$ cat src/hdl/bqd_div_cell.sv
// ----------------------------------------------------------------------------
// Divider cell
// One restoring step: shifts in one dividend bit and retires one quotient bit.
// ----------------------------------------------------------------------------
`default_nettype none

module bqd_div_cell #(
  parameter int DW = 8,
  parameter int QW = 8
) (
  input  wire logic          clk,
  input  wire logic          en,
  input  wire logic [DW-1:0] prev_rem,
  input  wire logic [QW-1:0] prev_lq,
  input  wire logic [DW-1:0] prev_den,
  output logic      [DW-1:0] rem,
  output logic      [QW-1:0] lq,
  output logic      [DW-1:0] den
);

  logic [DW:0] trial;
  logic [DW:0] diff;
  logic        ge;

  // Partial remainder stays below the divisor, so the trial fits DW+1 bits.
  always_comb begin
    trial = {prev_rem, prev_lq[QW-1]};
    diff  = trial - {1'b0, prev_den};
    ge    = trial >= {1'b0, prev_den};
  end

  // Low dividend bits shift out at the top while quotient bits enter below.
  always_ff @(posedge clk) begin
    if (en) begin
      rem <= ge ? diff[DW-1:0] : trial[DW-1:0];
      lq  <= {prev_lq[QW-2:0], ge};
      den <= prev_den;
    end
  end

endmodule

`default_nettype wire

$ cat src/hdl/bqd_divider.sv
// ----------------------------------------------------------------------------
// Pipelined divider
// A row of divider cells, one quotient bit per cell, one division per cycle while en is high.
// ----------------------------------------------------------------------------
`default_nettype none

module bqd_divider #(
  parameter int DW = 8,
  parameter int QW = 8
) (
  input  wire logic          clk,
  input  wire logic          en,
  input  wire logic [DW-1:0] num_hi,
  input  wire logic [QW-1:0] num_lo,
  input  wire logic [DW-1:0] den,
  output logic      [QW-1:0] quot
);

  logic [DW-1:0] rem_c [QW+1];
  logic [QW-1:0] lq_c  [QW+1];
  logic [DW-1:0] den_c [QW+1];

  assign rem_c[0] = num_hi;
  assign lq_c[0]  = num_lo;
  assign den_c[0] = den;

  // Chain of cells; after the last one the shift register holds the quotient.
  for (genvar i = 0; i < QW; i++) begin : g_cell
    bqd_div_cell #(.DW(DW), .QW(QW)) u_cell (
      .clk      (clk),
      .en       (en),
      .prev_rem (rem_c[i]),
      .prev_lq  (lq_c[i]),
      .prev_den (den_c[i]),
      .rem      (rem_c[i+1]),
      .lq       (lq_c[i+1]),
      .den      (den_c[i+1])
    );
  end

  assign quot = lq_c[QW];

endmodule

`default_nettype wire

$ cat config.mk
export PLATFORM = sky130hd
export DESIGN_NAME = bqd_divider
export DESIGN_NICKNAME = d
export VERILOG_FILES = /design/src/hdl/bqd_div_cell.sv /design/src/hdl/bqd_divider.sv
export SDC_FILE = /design/constraint.sdc
export NUM_CORES = 1
export LEC_CHECK = 0
export ABC_AREA = 1
export BUFFER_PORTS_ARGS = -buffer_cell sky130_fd_sc_hd__buf_2
export CORE_ASPECT_RATIO = 1.2
export CORE_MARGIN = 8
export CORE_UTILIZATION = 57
export CTS_BUF_LIST = sky130_fd_sc_hd__clkbuf_4 sky130_fd_sc_hd__clkbuf_8 sky130_fd_sc_hd__clkbuf_16
export CTS_CLUSTER_DIAMETER = 200
export DETAILED_ROUTE_END_ITERATION = 7
export GPL_TIMING_DRIVEN = 0
export PLACE_DENSITY = 0.85
export REMOVE_ABC_BUFFERS = 1
export SYNTH_ARGS = -nofsm -noshare
export SYNTH_HDL_FRONTEND = slang
export SYNTH_SLANG_ARGS = --single-unit
export TNS_END_PERCENT = 30
$ cat constraint.sdc
create_clock -name clk -period 1.7 [get_ports clk]
set_clock_uncertainty 0.1 [all_clocks]
set_input_delay 0.085 -clock clk [delete_from_list [all_inputs] [get_ports clk]]
set_output_delay 0.085 -clock clk [all_outputs]
set_load 0.05 [all_outputs]
======== Yosys cells after proc, flatten, opt, wreduce, memory -nomap -nowiden ========
Index checks and enable logic that the tools add are counted.
word-level totals
  logic and storage cells ................. 44
  input bits .............................. 26
  flip-flop bits (word level) ............. 176
cells by class
  add/sub/neg operators ................... 7
  multiplexer cells ....................... 7
  magnitude comparators ................... 8
operators with widths
  cell                                            count
  9-bit by 8-bit >= comparator with 1-bit output  8
  8-bit two-way mux                               7
  8-bit subtractor                                7

======== Depth between registers and ports, before layout ========
  depth in word-level cells ............... 2
  depth in mapped cells ................... 11

======== Modules after synthesis ========
A second synthesis with hierarchy kept.
unflattened totals
  cells, all modules ...................... 1062
  area, all modules ....................... 10870.4 sq um
modules (own cells, without submodules)
  module                                sequential area each (sq um)  cells each  instances  area an instance (sq um)
  bqd_div_cell at g_cell[2].u_cell ...  720.7                         133         4          1375.1
  bqd_div_cell at g_cell[0].u_cell ...  720.7                         133         2          1372.6
  bqd_div_cell at g_cell[4].u_cell      720.7                         131         1          1318.8
  bqd_div_cell at g_cell[5].u_cell      720.7                         133         1          1306.3

======== Worst setup path before layout ========
Ideal clock, no wire load.
  path type ............................... flip-flop to flip-flop
  start ................................... register g_cell[2].u_cell.rem[1]
  end ..................................... register g_cell[3].u_cell.rem[7], data pin
  stages on the path, launching flop included .. 9
  setup slack ............................. -71 ps
  period minus slack after synthesis ...... 1771 ps
  arrival time ............................ 1419 ps
  cells stage by stage .................... edfxtp_1 -> ha_1 -> or2_4 -> nand3b_4 -> nand2_1 -> nand2_4 -> nand2_8 -> nand2_2 -> nand2_1
on the way
  word-level cells in the longest chain between the ends .. 2
  elaborated cells on any way between the ends .. 3
  classes of those cells .................. 1 x add/sub; 1 x order compare; 1 x mux
ends and longest elaborated chain
  item                                            RTL line            RTL
  start: declaration                              bqd_div_cell.sv:16  output logic [DW-1:0] rem,
  start signal: assignment                        bqd_div_cell.sv:35  rem <= ge ? diff[DW-1:0] : trial[DW-1:0];
  9-bit by 8-bit >= comparator with 1-bit output  bqd_div_cell.sv:29  ge = trial >= {1'b0, prev_den};
  named net g_cell[3].u_cell.ge                   bqd_div_cell.sv:23  logic ge;
  8-bit two-way mux                               bqd_div_cell.sv:35
  end signal: assignment                          bqd_div_cell.sv:35
  end: declaration                                bqd_div_cell.sv:16
The timed path passes the listed nets, and every way through them passes these cells.
A chain may end at the register's enable or synchronous reset.

======== Worst setup path in the final report ========
  start ................................... register g_cell[1].u_cell.rem[1]
  end ..................................... register g_cell[2].u_cell.rem[7], data pin
on the way
  word-level cells in the longest chain between the ends .. 2
  elaborated cells on any way between the ends .. 3
  classes of those cells .................. 1 x add/sub; 1 x order compare; 1 x mux
ends and longest elaborated chain
  item                                                                                RTL line
  start: declaration                                                                  bqd_div_cell.sv:16
  start signal: assignment                                                            bqd_div_cell.sv:35
  8-bit subtractor or 9-bit by 8-bit >= comparator with 1-bit output (tied branches)  bqd_div_cell.sv:28, bqd_div_cell.sv:29
  8-bit two-way mux (*)                                                               bqd_div_cell.sv:35
Every way passes the cells marked *; elsewhere a longest branch is shown, timed or not.

==> results.ini <==
[worst_setup_path]
r2r_slack_ns=-0.36
crit_start=g_cell[1].u_cell.rem[1]
cp-end-kind=flop
path_class=flop to flop
r2r-start=g_cell[1].u_cell.rem[1]
cp.required_ns=1.80
r2r-end=g_cell[2].u_cell.rem[7]
cp-endpoint=g_cell[2].u_cell.rem[7]
start_kind=flop
worstPathMaxFanout=4
path_common_cell=nand2_1
worst_ep_arrival_time_ns=2.16
crit_chain=ha_4, buf_4, a21oi_1, nand2_1, nand2_1, nand2_1, nand2_1, nand2_1, nand2_2, nand2_1
slowest_delay_ns=0.45
reg2regPathDepth=10
cpMaxStageDelayCell=edfxtp_1

[yosys]
syn_inst=987
syn_area_per_cell_sq_um=9.84
synth.most_common_cell=nand2_1
synth_seq_cells=176
yosys.area.top_type=edfxtp_1
yosys.area.top_type_share_pct=54.4
synth.area.top_cells=edfxtp_1 54%, nand2_1 12%, ha_1 8.2%, inv_1 6.5%, nand3_1 5.0%
seq_area_frac_synth_pct=54.4
synth.top_cells.by_count=311 x nand2_1, 176 x edfxtp_1, 169 x inv_1
synth_ff_type=edfxtp_1
yosys_warnings=0
synthesis.area_sq_mm=0.00971
ys_types=32
synth-async-reset-ratio_pct=0
synth_edf_count=176

[power]
comb_power_share_pct=45.1
swShare_pct=38.7
irDropWorstVdd_mv=0.863
p_int_mw=11.7
clkPwrFrac_pct=21.2
seq_power_share_pct=33.8
switchingPower_mw=7.38
p_total_mw=19.1
power.density_mw_per_mm2=1500
p_leak_nw=5.68

[floorplanning]
die_y_microns=159
ioPinCount=34
coreArea_sq_mm=0.0168
dieArea_sq_mm=0.0215
fp-row-count=52
die_width_microns=135
start_util_pct=57.9

[clocking]
cts_tree=built
cts_buffer_depth=2
cts_buffers=17
clk_transition_reported_paths_ns=0.07
root_buffer=clkbuf_16
clk-insertion-delay-late_ns=0.45
h-tree-depth=4
numClockSinks=176

[global_routing]
globalRoute.busiestLayer=met2
track_usage_pct=21.1
grt_pass1_vias=7936
grt_max_degree=133
use_met2_pct=41.0
grt_overflow=0
use_met1_pct=17.6
met3_usage_pct=5.49
grt_pass1_wl_microns=35900
antenna_found_initial=0

[layout]
area_delta_synth_final_pct=30.6
fillers=952
drive_gt1_share_pct=33.9
insertedDiodeCount=0
fin_nets=1249
final_util_pct=75.5
layout.cells.non_filler=1380

[route]
firstDrtPassIters=6
wl_per_cell_microns=19.1
vias=7958
ant_nets=0
routed_via_density=5.77
first_iter_violations=800
drc=0
totalWireLength_microns=26300

[timing]
setup_viol=54
maxSlewHeadroom_pct=52.6
rsz0062_at_grt=yes
setup_tns_ns=-12.76
setup_ws_ns=-0.358
max_freq_ghz=0.486
fin_crit_sh_pct=121
fin_crit_ns=2.06
worst_pin_slew_ns=0.711
maxSlewViolCount=0
final_hold_viol_count=0

[placed_design]
port_buffers=33
hpwl_microns=12700
gp_congestion=0.870
place_ws_ns=-0.334
dp.cells=1231

[status]
failed_checks=setup timing
outcome=finished with violations

[job]
maxCapViolCount=0

[worst_hold_path]
hp-class=primary input to flop

==> sequential cells by signal, indices dropped and copies added (netlist names) <==
register / flops
g_cell.u_cell.den: 56
g_cell.u_cell.lq: 64
g_cell.u_cell.rem: 56
==> cell families (layout without fill, tap and decap cells) <==
group                      after synthesis  count (layout)  share of synthesized area, %
DFF                                    176             176                          54.4
buffers and inverters                  180             348                          7.39
and+or+nand+nor                        509             518                          24.7
xor gates and xnor gates                21              21                          1.89
adders and majority gates               71              71                          9.69
AOI/OAI and AO/OA                       30              30                          1.93
==> layout make-up <==
class / instances / area (sq um) / area share, %
Tap cell: 216 / 270 / 2.13
Sequential cell: 176 / 5290 / 41.7
Multi-Input combinational cell: 640 / 4760 / 37.5
Clock buffer: 19 / 440 / 3.47
Clock inverter: 12 / 148 / 1.16
Timing Repair Buffer: 143 / 1120 / 8.80
Inverter: 174 / 659 / 5.20
==> layout by cell type (no fill, tap or decap), drive strengths merged <==
cell type / count
nand3: 99
xnor2: 8
dlygate4sd3: 24
inv: 181
a21oi: 29
clkinv: 2
fa: 7
nand2: 340
buf: 119
nand4: 15
clkbuf: 19
bufinv: 2
nor3: 9
clkinvlp: 1
nand3b: 3
nor2: 50
edfxtp: 176
or2: 2
o21ai: 1
ha: 64
xor2: 13
==> metrics by stage <==
step	cell area (sq um)	hold WS [ns]
3_5_place_dp	10100	0.163
4_1_cts	12100	0.0912
5_1_grt	12700	0.106
6_report	12700	0.0971
2_1_floorplan	9650	0.0839
3_3_place_gp	10100	0.162
==> layer usage <==
layer  vias to the layer above  part of all wire (%)
met5                         -                     0
met3                       214                   6.1
li1                       3575                     -
met2                       465                    55
met1                      3704                    30
met4                         0                   8.9
==> power groups by stage <==
stage               clock network, mW  logic [mW]  registers (mW)
floorplan                           0        4.12            6.28
global placement                    0        5.09            6.29
detailed placement                  0        5.30            6.32
CTS                              4.00        6.85            6.37
global route                     4.19        9.20            6.50
finish                           4.04        8.59            6.44
==> worst max-delay path, delay by kind of cell, from the launching register on <==
kind                     cells  cell delay (ns)
AO/OA/AOI/OAI                1             0.13
adder cells (fa/ha/maj)      1             0.30
buffers and inverters        1             0.16
flip-flops                   1             0.45
AND/OR/NAND/NOR              7             0.69
==> worst min path at each step <==
stage	cells past startpoint	slack, ns	from	end
after global placement	1	0.16	num_lo[0]	g_cell[0].u_cell.lq[1]
after floorplan	0	0.08	den[0]	g_cell[0].u_cell.den[0]
after detailed placement	1	0.16	num_lo[4]	g_cell[0].u_cell.lq[5]
final	5	0.1	num_hi[7]	g_cell[0].u_cell.lq[0]
after CTS	5	0.09	num_hi[7]	g_cell[0].u_cell.rem[2]
after global routing	5	0.11	num_hi[7]	g_cell[0].u_cell.lq[0]
==> what timing repair did <==
action                                  in CTS  in global routing
resized for setup                          130                 93
endpoints found under the hold margin       67                  0
pin swaps                                   46                 56
hold buffers                                24                  0
buffers inserted                            50                 35
cloned                                       9                  0
endpoints found under the setup margin      54                 63
(Power assumes the default switching activity.)
