--- src/hdl/bqd_delay.sv ---
// ----------------------------------------------------------------------------
// Context delay line
// Carries the valid bit and request context alongside a pipelined unit.
// ----------------------------------------------------------------------------
`default_nettype none

module bqd_delay #(
  parameter int DEPTH = 2,
  parameter int W     = 8
) (
  input  wire logic         clk,
  input  wire logic         rst,
  input  wire logic         en,
  input  wire logic         valid,
  input  wire logic [W-1:0] data,
  output logic              dly_valid,
  output logic      [W-1:0] dly_data
);

  logic [DEPTH-1:0] vld;
  logic [W-1:0]     dat [DEPTH];

  // Valid bits clear on reset.
  always_ff @(posedge clk) begin
    if (rst) begin
      vld <= '0;
    end else if (en) begin
      vld[0] <= valid;
      for (int i = 1; i < DEPTH; i++) begin
        vld[i] <= vld[i-1];
      end
    end
  end

  // Context taps.
  always_ff @(posedge clk) begin
    if (en) begin
      dat[0] <= data;
      for (int i = 1; i < DEPTH; i++) begin
        dat[i] <= dat[i-1];
      end
    end
  end

  assign dly_valid = vld[DEPTH-1];
  assign dly_data  = dat[DEPTH-1];

endmodule

`default_nettype wire

--- config.mk ---
export PLATFORM = sky130hd
export DESIGN_NAME = bqd_delay
export DESIGN_NICKNAME = d
export VERILOG_FILES = /design/src/hdl/bqd_delay.sv
export SDC_FILE = /design/constraint.sdc
export NUM_CORES = 1
export LEC_CHECK = 0
export ABC_AREA = 1
export BUFFER_PORTS_ARGS = -buffer_cell sky130_fd_sc_hd__buf_4
export CAP_MARGIN = 20
export CORE_AREA = 2 2 39 41
export CTS_CLUSTER_DIAMETER = 80
export DETAILED_ROUTE_END_ITERATION = 7
export DIE_AREA = 0 0 41 43
export GPL_ROUTABILITY_DRIVEN = 0
export PLACE_DENSITY_LB_ADDON = 0.12
export SYNTH_ARGS = -nofsm -noshare
export SYNTH_HDL_FRONTEND = slang
export SYNTH_SLANG_ARGS = --single-unit
--- constraint.sdc ---
create_clock -name clk -period 1.1 [get_ports clk]
set_input_delay 0.22 -clock clk [delete_from_list [all_inputs] [get_ports clk]]
set_output_delay 0.22 -clock clk [all_outputs]
set_load 0.005 [all_outputs]
======== Word-level counts from Yosys, hierarchy flattened ========
Memory sizes are Yosys's and may differ from the RTL's.
Index checks and enable logic that the tools add are counted.
Widths: inputs -> output; s select.
operators by class
  muxes and demuxes ....................... 2
operators with widths
  cell    number
  $mux 1  2
storage, ports and cells
  register bits after elaboration ......... 2
  output and inout port bits .............. 9
  bits in writable memories ............... 16
  input bits .............................. 12
  memories ................................ 1
memory list
  name  depth  bits a word  read ports  clocked after Yosys merged registers in  wr ports  line  source
  dat   2      8            2           0                                        2         21    logic [W-1:0] dat [DEPTH];

======== Depth between registers and ports, before layout ========
Gate-level depths: netlist of the first run.
  depth in word-level cells ............... 2
  mapped depth ............................ 4
  depth with buffers taken out ............ 4

======== Worst setup path after synthesis of the first run ========
Ideal clock, no wire load.
  kind .................................... register -> output
  from .................................... memory dat[1][0], in the netlist dat[0][8]
  to ...................................... output dly_data[0]
  slack ................................... 413 ps
  data arrival time ....................... 467 ps
  path buffers ............................ 1
  data required time ...................... 880 ps
  stages on the path, launching flop included .. 2
  path through ............................ edfxtp_1 buf_4
RTL lines
  element      line  source
  from (decl)  21
  to (decl)    17    output logic [W-1:0] dly_data

==> results of run 1 <==
[flip-flops by register name, indices dropped and copies added (netlist names)]
signal  count
vld         2
dat        16
[metal layers]
| metal | up-vias | part of all wire | GRT usage | routed length, um |
|---|---|---|---|---|
| met5 | - | 0 | 0 | 0 |
| met1 | 142 | 0.32 | 0.0996 | 228 |
| met2 | 17 | 0.55 | 0.150 | 393 |
| met4 | 0 | 0 | 0.0600 | 0 |
| li1 | 147 | - | - | - |
| met3 | 0 | 0.12 | 0.0314 | 88 |
[power groups by stage]
stage | clock (mW) | sequential, mW | combinational, mW
floorplan | 0 | 0.825 | 0.0403
CTS | 0.330 | 0.813 | 0.0896
global placement | 0 | 0.825 | 0.0852
finish | 0.315 | 0.812 | 0.0879
global route | 0.357 | 0.816 | 0.0963
detailed placement | 0 | 0.829 | 0.0895
[stage by stage]
stage / total power, mW / hold slack [ns]
floorplan: 0.865 / 0.319
global placement: 0.910 / 0.399
detailed placement: 0.918 / 0.400
CTS: 1.23 / 0.102
global route: 1.27 / 0.0920
finish: 1.22 / 0.111
[worst paths after layout]
kind / to / slack [ns] / depth (start not counted)
max reg2reg: dat[0][11]$_DFFE_PP_ / 0.47 / 0
min reg2reg: dat[0][9]$_DFFE_PP_ / 0.43 / 0
min: dat[0][4]$_DFFE_PP_ / 0.11 / 1
max: dly_data[3] / 0.08 / 1
[cell families after synthesis]
kind of cell / after synthesis / synth area share
DFF: 18 / 0.834
buffers and inverters: 11 / 0.114
and+or+nand+nor: 8 / 0.0521
[layout make-up]
cell class	count	share of cell area
clock buffers	4	0.0345
inverters	3	0.0148
multi-input cells	8	0.0428
flip-flops and latches	18	0.684
well taps	16	0.0263
repair buffers	20	0.197
[cells in the final DEF (no fill, tap or decap)]
cell type,count
buf_4,20
clkbuf_1,1
clkbuf_4,3
dfxtp_1,2
edfxtp_1,16
inv_1,3
nand2_1,4
nor2_1,3
nor2_2,1
==> key figures, run 1 <==
Power
  – Switch share: 0.183
  – Clock share of power: 0.260
  – Worst vdd ir: 726 uV
  – Gate power share: 0.072
  – Seq pwr share: 0.668
  – Cell-internal power: 0.994 mW
  – Total net switching power: about 0.22 mW
  – Lkg Pwr: roughly 0.32 nW
  – P per Cell Area: 1600 mW/mm2

Timing
  – Final setup TNS: 0 ns
  – Setup WS post-layout: 0.0825 ns
  – Setup Viol. Count Final: 0
  – Final period utilization: 0.925
  – FMAX: 0.983 GHz
  – Final Hold Viols: 0
  – Max-slew violations: 0
  – Clk_skew: 0.00312 ns
  – Min Tclk post-route: between 1 and 1.5 ns
  – Tightest Pin Transition: 0.227 ns
  – RSZ-0062 raised after global routing: no
  – Slew headroom: 0.849

Layout
  – Sequential cell area: 520 um2
  – Nets@finish: 66
  – Fill count: 117
  – Fraction of layout cells with a size suffix above 1: 0.453
  – Non-Filler Instances: 69
  – Diode count: 0
  – Area delta synth->final: 21.8%
  – Layout Utilization: 0.550
  – Footprint of the multi-input gates: roughly 33 um2
  – Design area: 761 um2

Logic synthesis
  – Synthesized area: 624 um2
  – Cell with the most instances after synthesis: edfxtp_1
  – Yosys reg bits: 18
  – Ys async rst share: 0
  – Top FF cell, synth: edfxtp_1
  – Syn Inst Count: 37
  – Ranking of synthesized cells by area: edfxtp_1 77%, buf_4 9.6%, dfxtp_1 6.4%, nand2_1 2.4%, inv_1 1.8%
  – Post-synth top area cell: edfxtp_1
  – Ys Warns: 0
  – Sequential share of the synthesized area: 0.834
  – Count of cell types in the netlist: 7
  – Post-synth EDFFs: 16
  – Synth top area share: 0.770
  – Syn Nets: 49
  – Synth cell count leaders: 16 x edfxtp_1, 8 x buf_4, 4 x nand2_1, 3 x inv_1, 3 x nor2_1
  – Synth Area per Inst: 16.9 um2

Floorplanning
  – Core box area: 0.00138 mm2
  – Ports: 21
  – Initial Util: 0.451
  – Die width: around 40 um
  – Die ar.: 0.00176 mm2
  – Die height: 43 um
  – Row cnt: 14

CTS
  – Clock Latency Late Sink: between 0.2 and 0.3 ns
  – CTS resizes: 0
  – Clock Path Buffers: 2
  – CTS tree: built
  – Number of clock sinks: 18
  – Root Buffer: clkbuf_4
  – CTS clk-pin slew, worst paths: about 0.09 ns
  – Setup Fix Bufs, Post-CTS: 0
  – H-tree depth: 1
  – Cts hold-fix bufs: 0
  – CTS Buf Count: 3

Worst setup path
  – CP Capture Type: primary output
  – Reg-to-reg startpoint: dat[0][3]$_DFFE_PP_
  – CP Cell Sequence: buf_4
  – CP startpoint: dat[0][11]$_DFFE_PP_
  – CP required: 0.88 ns
  – Crit-path max cell delay: 0.38 ns
  – Family with the most delay on the worst path: flip-flops
  – Critical Path AT: 0.80 ns
  – Startpoint type of the worst setup path: flip-flop
  – WS Path Type: flip-flop to primary output
  – Critical path's slowest cell: edfxtp_1
  – Crit path max fanout: 1
  – Buffers & Inverters on Critical Path: 1

Route
  – Vias after detailed routing: 306
  – Total Wirelength: around 700 um
  – DRT Pass-1 Iters: 2
  – Vias per cell: 4.43
  – Detailed router's first-iteration violation count: 1
  – Average wire per standard cell: 10.3 um
  – Antenna viol nets, final: 0
  – DRC: 0

GRT
  – Largest net degree at the start of global routing: 21
  – Vias in the first global route: 282
  – First-pass GRT wire length: 1050 um
  – Initial antenna violation count: 0
  – Remaining Overflow, GRT: 0
  – Global-route usage over all layers: 0.0941

Placed design
  – Area after DPL: 734 um2
  – Port bufs: 20
  – Pre-CTS WS: 0.322 ns
  – Placed Cells: 65
  – Hpwl dp: 535 um

Min path
  – Min-delay worst type: primary input to flip-flop
  – Hold path start: data[4]

Flow run
  – Max Cap Viol: 0

Status
  – Status: completed
Power figures use the tool's default switching activity.
==> inputs of run 2 (changes only) <==
PLACE_DENSITY = 0.75   (was default)
PLACE_DENSITY_LB_ADDON = default   (was 0.12)
==> run 2 against run 1 <==
  * Wire length decreased by 18%
  * Die area unchanged
  * Core utilization unchanged
  * Sequential power about the same
  * Design area unchanged
  * Register-to-register slack about the same
  * Combinational power decreased by 2%
  * Worst setup slack improved by 0.0061 ns
  * Clock skew increased by 0.0063 ns
  * Largest power group unchanged
==> key figures, run 2 (synthesis results as in run 1) <==
Route
  – Met1 wire length: 217 um (-4.8%)
  – Average wire per standard cell: 8.39 um (-18%)
  – Metal2 WL: 288 um (-27%)
  – Total Wirelength: 579 um (-18%)
  – Met3 Wirelength: 72 um (-18%)
  – Max Used Layer: met3
  – Antenna viol nets, final: 0 (unchanged)
  – DRC: 0 (unchanged)
  – DRT Pass-1 Iters: 3 (+1)
  – Vias per cell: 4.14 (-6.5%)
  – Detailed router's first-iteration violation count: 2 (+1)
  – Vias after detailed routing: 286 (-6.5%)

Timing
  – Hold slack final: 0.108 ns (-0.00290 ns)
  – Final period utilization: 0.919 (-0.00558)
  – Slew headroom: 0.853 (+0.00383)
  – Clk_skew: 0.00939 ns (+0.00627 ns)
  – FMAX: 0.989 GHz (+0.61%)
  – Min Tclk post-route: 1.01 ns (-0.00614 ns)
  – Final setup TNS: 0 ns (unchanged)
  – Tightest Pin Transition: 0.221 ns (-0.00575 ns)
  – Setup Viol. Count Final: 0 (unchanged)
  – Max-slew violations: 0 (unchanged)
  – RSZ-0062 raised after global routing: no
  – Final Hold Viols: 0 (unchanged)

Layout
  – Layout Utilization: 0.550 (unchanged)
  – Fill count: 121 (+3.4%)
  – Nets@finish: 66 (unchanged)
  – Design area: 761 um2 (unchanged)
  – Biggest regs: dat x16, vld x2
  – Max reg flops: 16 (unchanged)
  – Diode count: 0 (unchanged)
  – Area delta synth->final: 21.8% (unchanged)
  – Top reg by flops: dat
  – Most frequent cells in the layout: 20 x buf_4, 16 x edfxtp_1, 4 x nand2_1
  – Commonest non-fill, non-tap cell in the layout: buf_4
  – Fraction of layout cells with a size suffix above 1: 0.453 (unchanged)

Floorplanning
  – Ports: 21 (unchanged)
  – Die height: 43 um (unchanged)
  – Core box area: 0.00138 mm2 (unchanged)
  – Row cnt: 14 (unchanged)
  – Initial Util: 0.451 (unchanged)
  – Die width: 41 um (unchanged)
  – Die ar.: 0.00176 mm2 (unchanged)

CTS
  – Clock Path Buffers: 2 (unchanged)
  – CTS resizes: 0 (unchanged)
  – Setup Fix Bufs, Post-CTS: 0 (unchanged)
  – Number of clock sinks: 18 (unchanged)
  – CTS Buf Count: 3 (unchanged)
  – Root Buffer: clkbuf_4
  – H-tree depth: 1 (unchanged)
  – Clock Latency Late Sink: 0.28 ns (about the same)
  – Cts hold-fix bufs: 0 (unchanged)
  – CTS clk-pin slew, worst paths: 0.09 ns (about the same)
  – CTS tree: built

Min path
  – Min-delay worst type: primary input to flip-flop

GRT
  – Initial antenna violation count: 0 (unchanged)
  – Global-route usage over all layers: 0.0848 (-0.00933)
  – First-pass GRT wire length: 1000 um (-4.6%)
  – Remaining Overflow, GRT: 0 (unchanged)
  – Vias in the first global route: 259 (-8.2%)
  – Largest net degree at the start of global routing: 21 (unchanged)

Worst setup path
  – Critical path's slowest cell: edfxtp_1
  – CP Capture Type: primary output
  – Crit path max fanout: 1 (unchanged)
  – Family with the most delay on the worst path: flip-flops
  – Crit-path max cell delay: 0.37 ns (about the same)
  – CP required: 0.88 ns (about the same)
  – Startpoint type of the worst setup path: flip-flop
  – Buffers & Inverters on Critical Path: 1 (unchanged)
  – CP Cell Sequence: buf_4
  – WS Path Type: flip-flop to primary output
  – Critical Path AT: 0.79 ns (about the same)

Flow run
  – Max Cap Viol: 0 (unchanged)

Placed design
  – Area after DPL: 734 um2 (unchanged)
  – Hpwl dp: 417 um (-22%)
  – Port bufs: 20 (unchanged)

Power
  – Worst vdd ir: 810 uV (+12%)
  – P per Cell Area: 1590 mW/mm2 (-0.62%)
  – Power consumption: 1.21 mW (-0.62%)
  – Lkg Pwr: 0.318 nW (unchanged)

Status
  – Status: completed
-- run 2: report_power, final --
| group | internal (mW) | leakage, nW | switching, mW |
|---|---|---|---|
| combinational | 0.0538 | 0.129 | 0.0325 |
| clock | 0.140 | 0.0150 | 0.171 |
| sequential | 0.799 | 0.173 | 0.0115 |
| total | 0.993 | 0.318 | 0.215 |
-- run 2: metal layers --
metal | up-vias | GRT usage
met5 | - | 0
met4 | 0 | 0.0600
met3 | 0 | 0.0157
met2 | 17 | 0.122
met1 | 120 | 0.111
li1 | 149 | -
-- run 2: path summary, 6_finish.rpt --
path | start | slack [ns] | end | depth (start not counted)
min | data[3] | 0.11 | dat[0][3]$_DFFE_PP_ | 1
max reg2reg | dat[0][5]$_DFFE_PP_ | 0.48 | dat[0][13]$_DFFE_PP_ | 0
max | dat[0][11]$_DFFE_PP_ | 0.09 | dly_data[3] | 1
min reg2reg | dat[0][6]$_DFFE_PP_ | 0.42 | dat[0][14]$_DFFE_PP_ | 0
-- run 2: area by class of cell --
cell class / instances / area, um2 / share of cell area
flip-flops and latches: 18 / 520 / 0.684
repair buffers: 20 / 150 / 0.197
multi-input cells: 8 / 32.5 / 0.0428
clock buffers: 4 / 26.3 / 0.0345
well taps: 16 / 20.0 / 0.0263
inverters: 3 / 11.3 / 0.0148
-- run 2: metrics by stage --
step	cells	setup WS (ns)
after detailed placement	65	0.333
after global placement	65	0.337
after CTS	69	0.0730
final	69	0.0886
after floorplan	37	0.413
after global routing	69	0.0330
==> inputs of run 3 (changes only) <==
PLACE_DENSITY = 0.81   (was 0.75)
==> run 3 against run 2 <==
  * Total power decreased by 0.39%
  * Sequential share of layout area unchanged
  * Wire length is 18% higher
  * Cell count unchanged
  * Global-route usage rose by 0.89 points
  * Worst setup slack worse by 0.0034 ns
  * First-iteration DRC count rose to 2.5 times the previous value
  * Core utilization stayed put
  * Maximum frequency shrank 0.33%
  * Clock power shrank 2%
  * Clock-buffer cell count shrank 1
  * Critical path type unchanged
  * Largest cell class unchanged
  * Largest power group unchanged
==> key figures, run 3 (synthesis results as in run 1) <==
Layout
  – Design area: 761 um2 (unchanged)
  – Diode count: 0 (unchanged)
  – Sequential cell area: 520 um2 (unchanged)
  – Fill count: 119 (-1.7%)
  – Most frequent cells in the layout: 20 x buf_4, 16 x edfxtp_1, 4 x nand2_1
  – Non-Filler Instances: 69 (unchanged)
  – Area delta synth->final: 21.8% (unchanged)
  – Max reg flops: 16 (unchanged)
  – Layout Utilization: 0.550 (unchanged)
  – Commonest non-fill, non-tap cell in the layout: buf_4
  – Footprint of the multi-input gates: 32.5 um2 (unchanged)
  – Nets@finish: 66 (unchanged)
  – Biggest regs: dat x16, vld x2
  – Fraction of layout cells with a size suffix above 1: 0.453 (unchanged)
  – Top reg by flops: dat

Timing
  – Final period utilization: 0.923 (+0.00306)
  – Final setup TNS: 0 ns (unchanged)
  – Min Tclk post-route: 1.01 ns (+0.00336 ns)
  – Tightest Pin Transition: 0.225 ns (+0.00369 ns)
  – Setup Viol. Count Final: 0 (unchanged)
  – RSZ-0062 raised after global routing: no
  – FMAX: 0.985 GHz (-0.33%)
  – Clk_skew: 0.00778 ns (-0.00161 ns)
  – Slew headroom: 0.850 (-0.00246)
  – Max-slew violations: 0 (unchanged)
  – Final Hold Viols: 0 (unchanged)

Floorplanning
  – Die ar.: 0.00176 mm2 (unchanged)
  – Row cnt: 14 (unchanged)
  – Ports: 21 (unchanged)
  – Die height: 43 um (unchanged)
  – Core box area: 0.00138 mm2 (unchanged)
  – Die width: 41 um (unchanged)
  – Initial Util: 0.451 (unchanged)

GRT
  – Global-route usage over all layers: 0.0938 (+0.00893)
  – Vias in the first global route: 260 (+0.39%)
  – Remaining Overflow, GRT: 0 (unchanged)
  – Initial antenna violation count: 0 (unchanged)
  – GR Util met3: 0.0366 (+0.0209)
  – Largest net degree at the start of global routing: 21 (unchanged)
  – GR peak layer: met2
  – First-pass GRT wire length: 1040 um (+4.1%)
  – Met2 Use GR: 0.128 (+0.00625)
  – Met1 usage: 0.109 (-0.00202)

Worst setup path
  – Crit-path max cell delay: 0.37 ns (about the same)
  – Worst R2R Path Depth: 0 (unchanged)
  – Reg-to-Reg End: dat[0][15]$_DFFE_PP_
  – Startpoint type of the worst setup path: flip-flop
  – Critical Path AT: 0.79 ns (about the same)
  – Family with the most delay on the worst path: flip-flops
  – CP required: 0.88 ns (about the same)
  – Buffers & Inverters on Critical Path: 1 (unchanged)
  – CP Capture Type: primary output
  – Reg-to-reg startpoint: dat[0][7]$_DFFE_PP_
  – Crit path max fanout: 1 (unchanged)
  – WS Path Type: flip-flop to primary output
  – R2r setup slk: 0.47 ns (about the same)
  – Critical path's slowest cell: edfxtp_1
  – CP Cell Sequence: buf_4

Power
  – Total net switching power: 0.219 mW (+2.0%)
  – P per Cell Area: 1580 mW/mm2 (-0.39%)
  – Lkg Pwr: 0.318 nW (+0.12%)
  – Clock share of power: 0.253 (-0.005)
  – Switch share: 0.182 (+0.00426)
  – Gate power share: 0.073 (+0.002)
  – Worst vdd ir: 684 uV (-16%)
  – Power consumption: 1.20 mW (-0.39%)
  – Seq pwr share: 0.674 (+0.003)
  – Cell-internal power: 0.984 mW (-0.91%)

CTS
  – Clock Latency Late Sink: 0.28 ns (about the same)
  – CTS Buf Count: 3 (unchanged)
  – H-tree depth: 1 (unchanged)
  – CTS resizes: 0 (unchanged)
  – Cts hold-fix bufs: 0 (unchanged)
  – CTS tree: built
  – Number of clock sinks: 18 (unchanged)
  – CTS clk-pin slew, worst paths: 0.09 ns (about the same)
  – Setup Fix Bufs, Post-CTS: 0 (unchanged)
  – Root Buffer: clkbuf_4
  – Clock Path Buffers: 2 (unchanged)

Route
  – Vias per cell: 4.41 (+6.3%)
  – DRC: 0 (unchanged)
  – DRT Pass-1 Iters: 2 (-1)
  – Total Wirelength: 684 um (+18%)
  – Vias after detailed routing: 304 (+6.3%)
  – Average wire per standard cell: 9.91 um (+18%)
  – Detailed router's first-iteration violation count: 5 (+3)
  – Antenna viol nets, final: 0 (unchanged)

Placed design
  – Port bufs: 20 (unchanged)
  – Hpwl dp: 518 um (+24%)
  – Area after DPL: 734 um2 (unchanged)
  – Placed Cells: 65 (unchanged)

Flow run
  – Max Cap Viol: 0 (unchanged)

Status
  – Status: completed

Min path
  – Min-delay worst type: primary input to flip-flop
  – Min-Delay Path Depth: 1 (unchanged)
  – Hold path start: data[3]
  – Worst min-delay path endpoint: dat[0][3]$_DFFE_PP_
==> run 3: cell count changes in the layout (fill, tap and decap cells not counted), sizes merged <==
| cell | change |
|---|---|
| clkinv | +1 |
| clkbuf | -1 |
==> run 3: worst max path at each step <==
stage | from | to | cells after the start
4_1_cts | dat[0][8]$_DFFE_PP_ | dly_data[0] | 1
3_5_place_dp | en | dat[0][8]$_DFFE_PP_ | 1
2_1_floorplan | dat[0][8]$_DFFE_PP_ | dly_data[0] | 1
3_3_place_gp | en | dat[0][10]$_DFFE_PP_ | 1
6_report | dat[0][15]$_DFFE_PP_ | dly_data[7] | 1
5_1_grt | dat[0][11]$_DFFE_PP_ | dly_data[3] | 1
==> run 3: layout make-up <==
cell class / instances / area share
Tap cell: 16 / 0.0263
Clock buffer: 3 / 0.0296
Multi-Input combinational cell: 8 / 0.0428
Sequential cell: 18 / 0.684
Clock inverter: 1 / 0.00493
Inverter: 3 / 0.0148
Timing Repair Buffer: 20 / 0.197
==> run 3: power groups by stage <==
stage | logic [mW] | registers [mW] | clock network [mW]
floorplan | 0.0403 | 0.825 | 0
global placement | 0.0862 | 0.825 | 0
detailed placement | 0.0893 | 0.828 | 0
CTS | 0.0892 | 0.812 | 0.316
global route | 0.0972 | 0.816 | 0.349
finish | 0.0873 | 0.811 | 0.305
==> run 3: through the flow <==
step,setup slack (ns),hold slack (ns)
2_1_floorplan,0.413,0.319
5_1_grt,0.0416,0.0978
6_report,0.0852,0.111
4_1_cts,0.0648,0.105
3_3_place_gp,0.338,0.399
3_5_place_dp,0.322,0.400
==> run 3: layer usage <==
| metal | part of all wire | vias to the layer above | wire [um] |
|---|---|---|---|
| li1 | - | 149 | - |
| met1 | 0.39 | 134 | 267 |
| met2 | 0.46 | 19 | 317 |
| met3 | 0.13 | 2 | 90 |
| met4 | 0.012 | 0 | 8 |
| met5 | 0 | - | 0 |
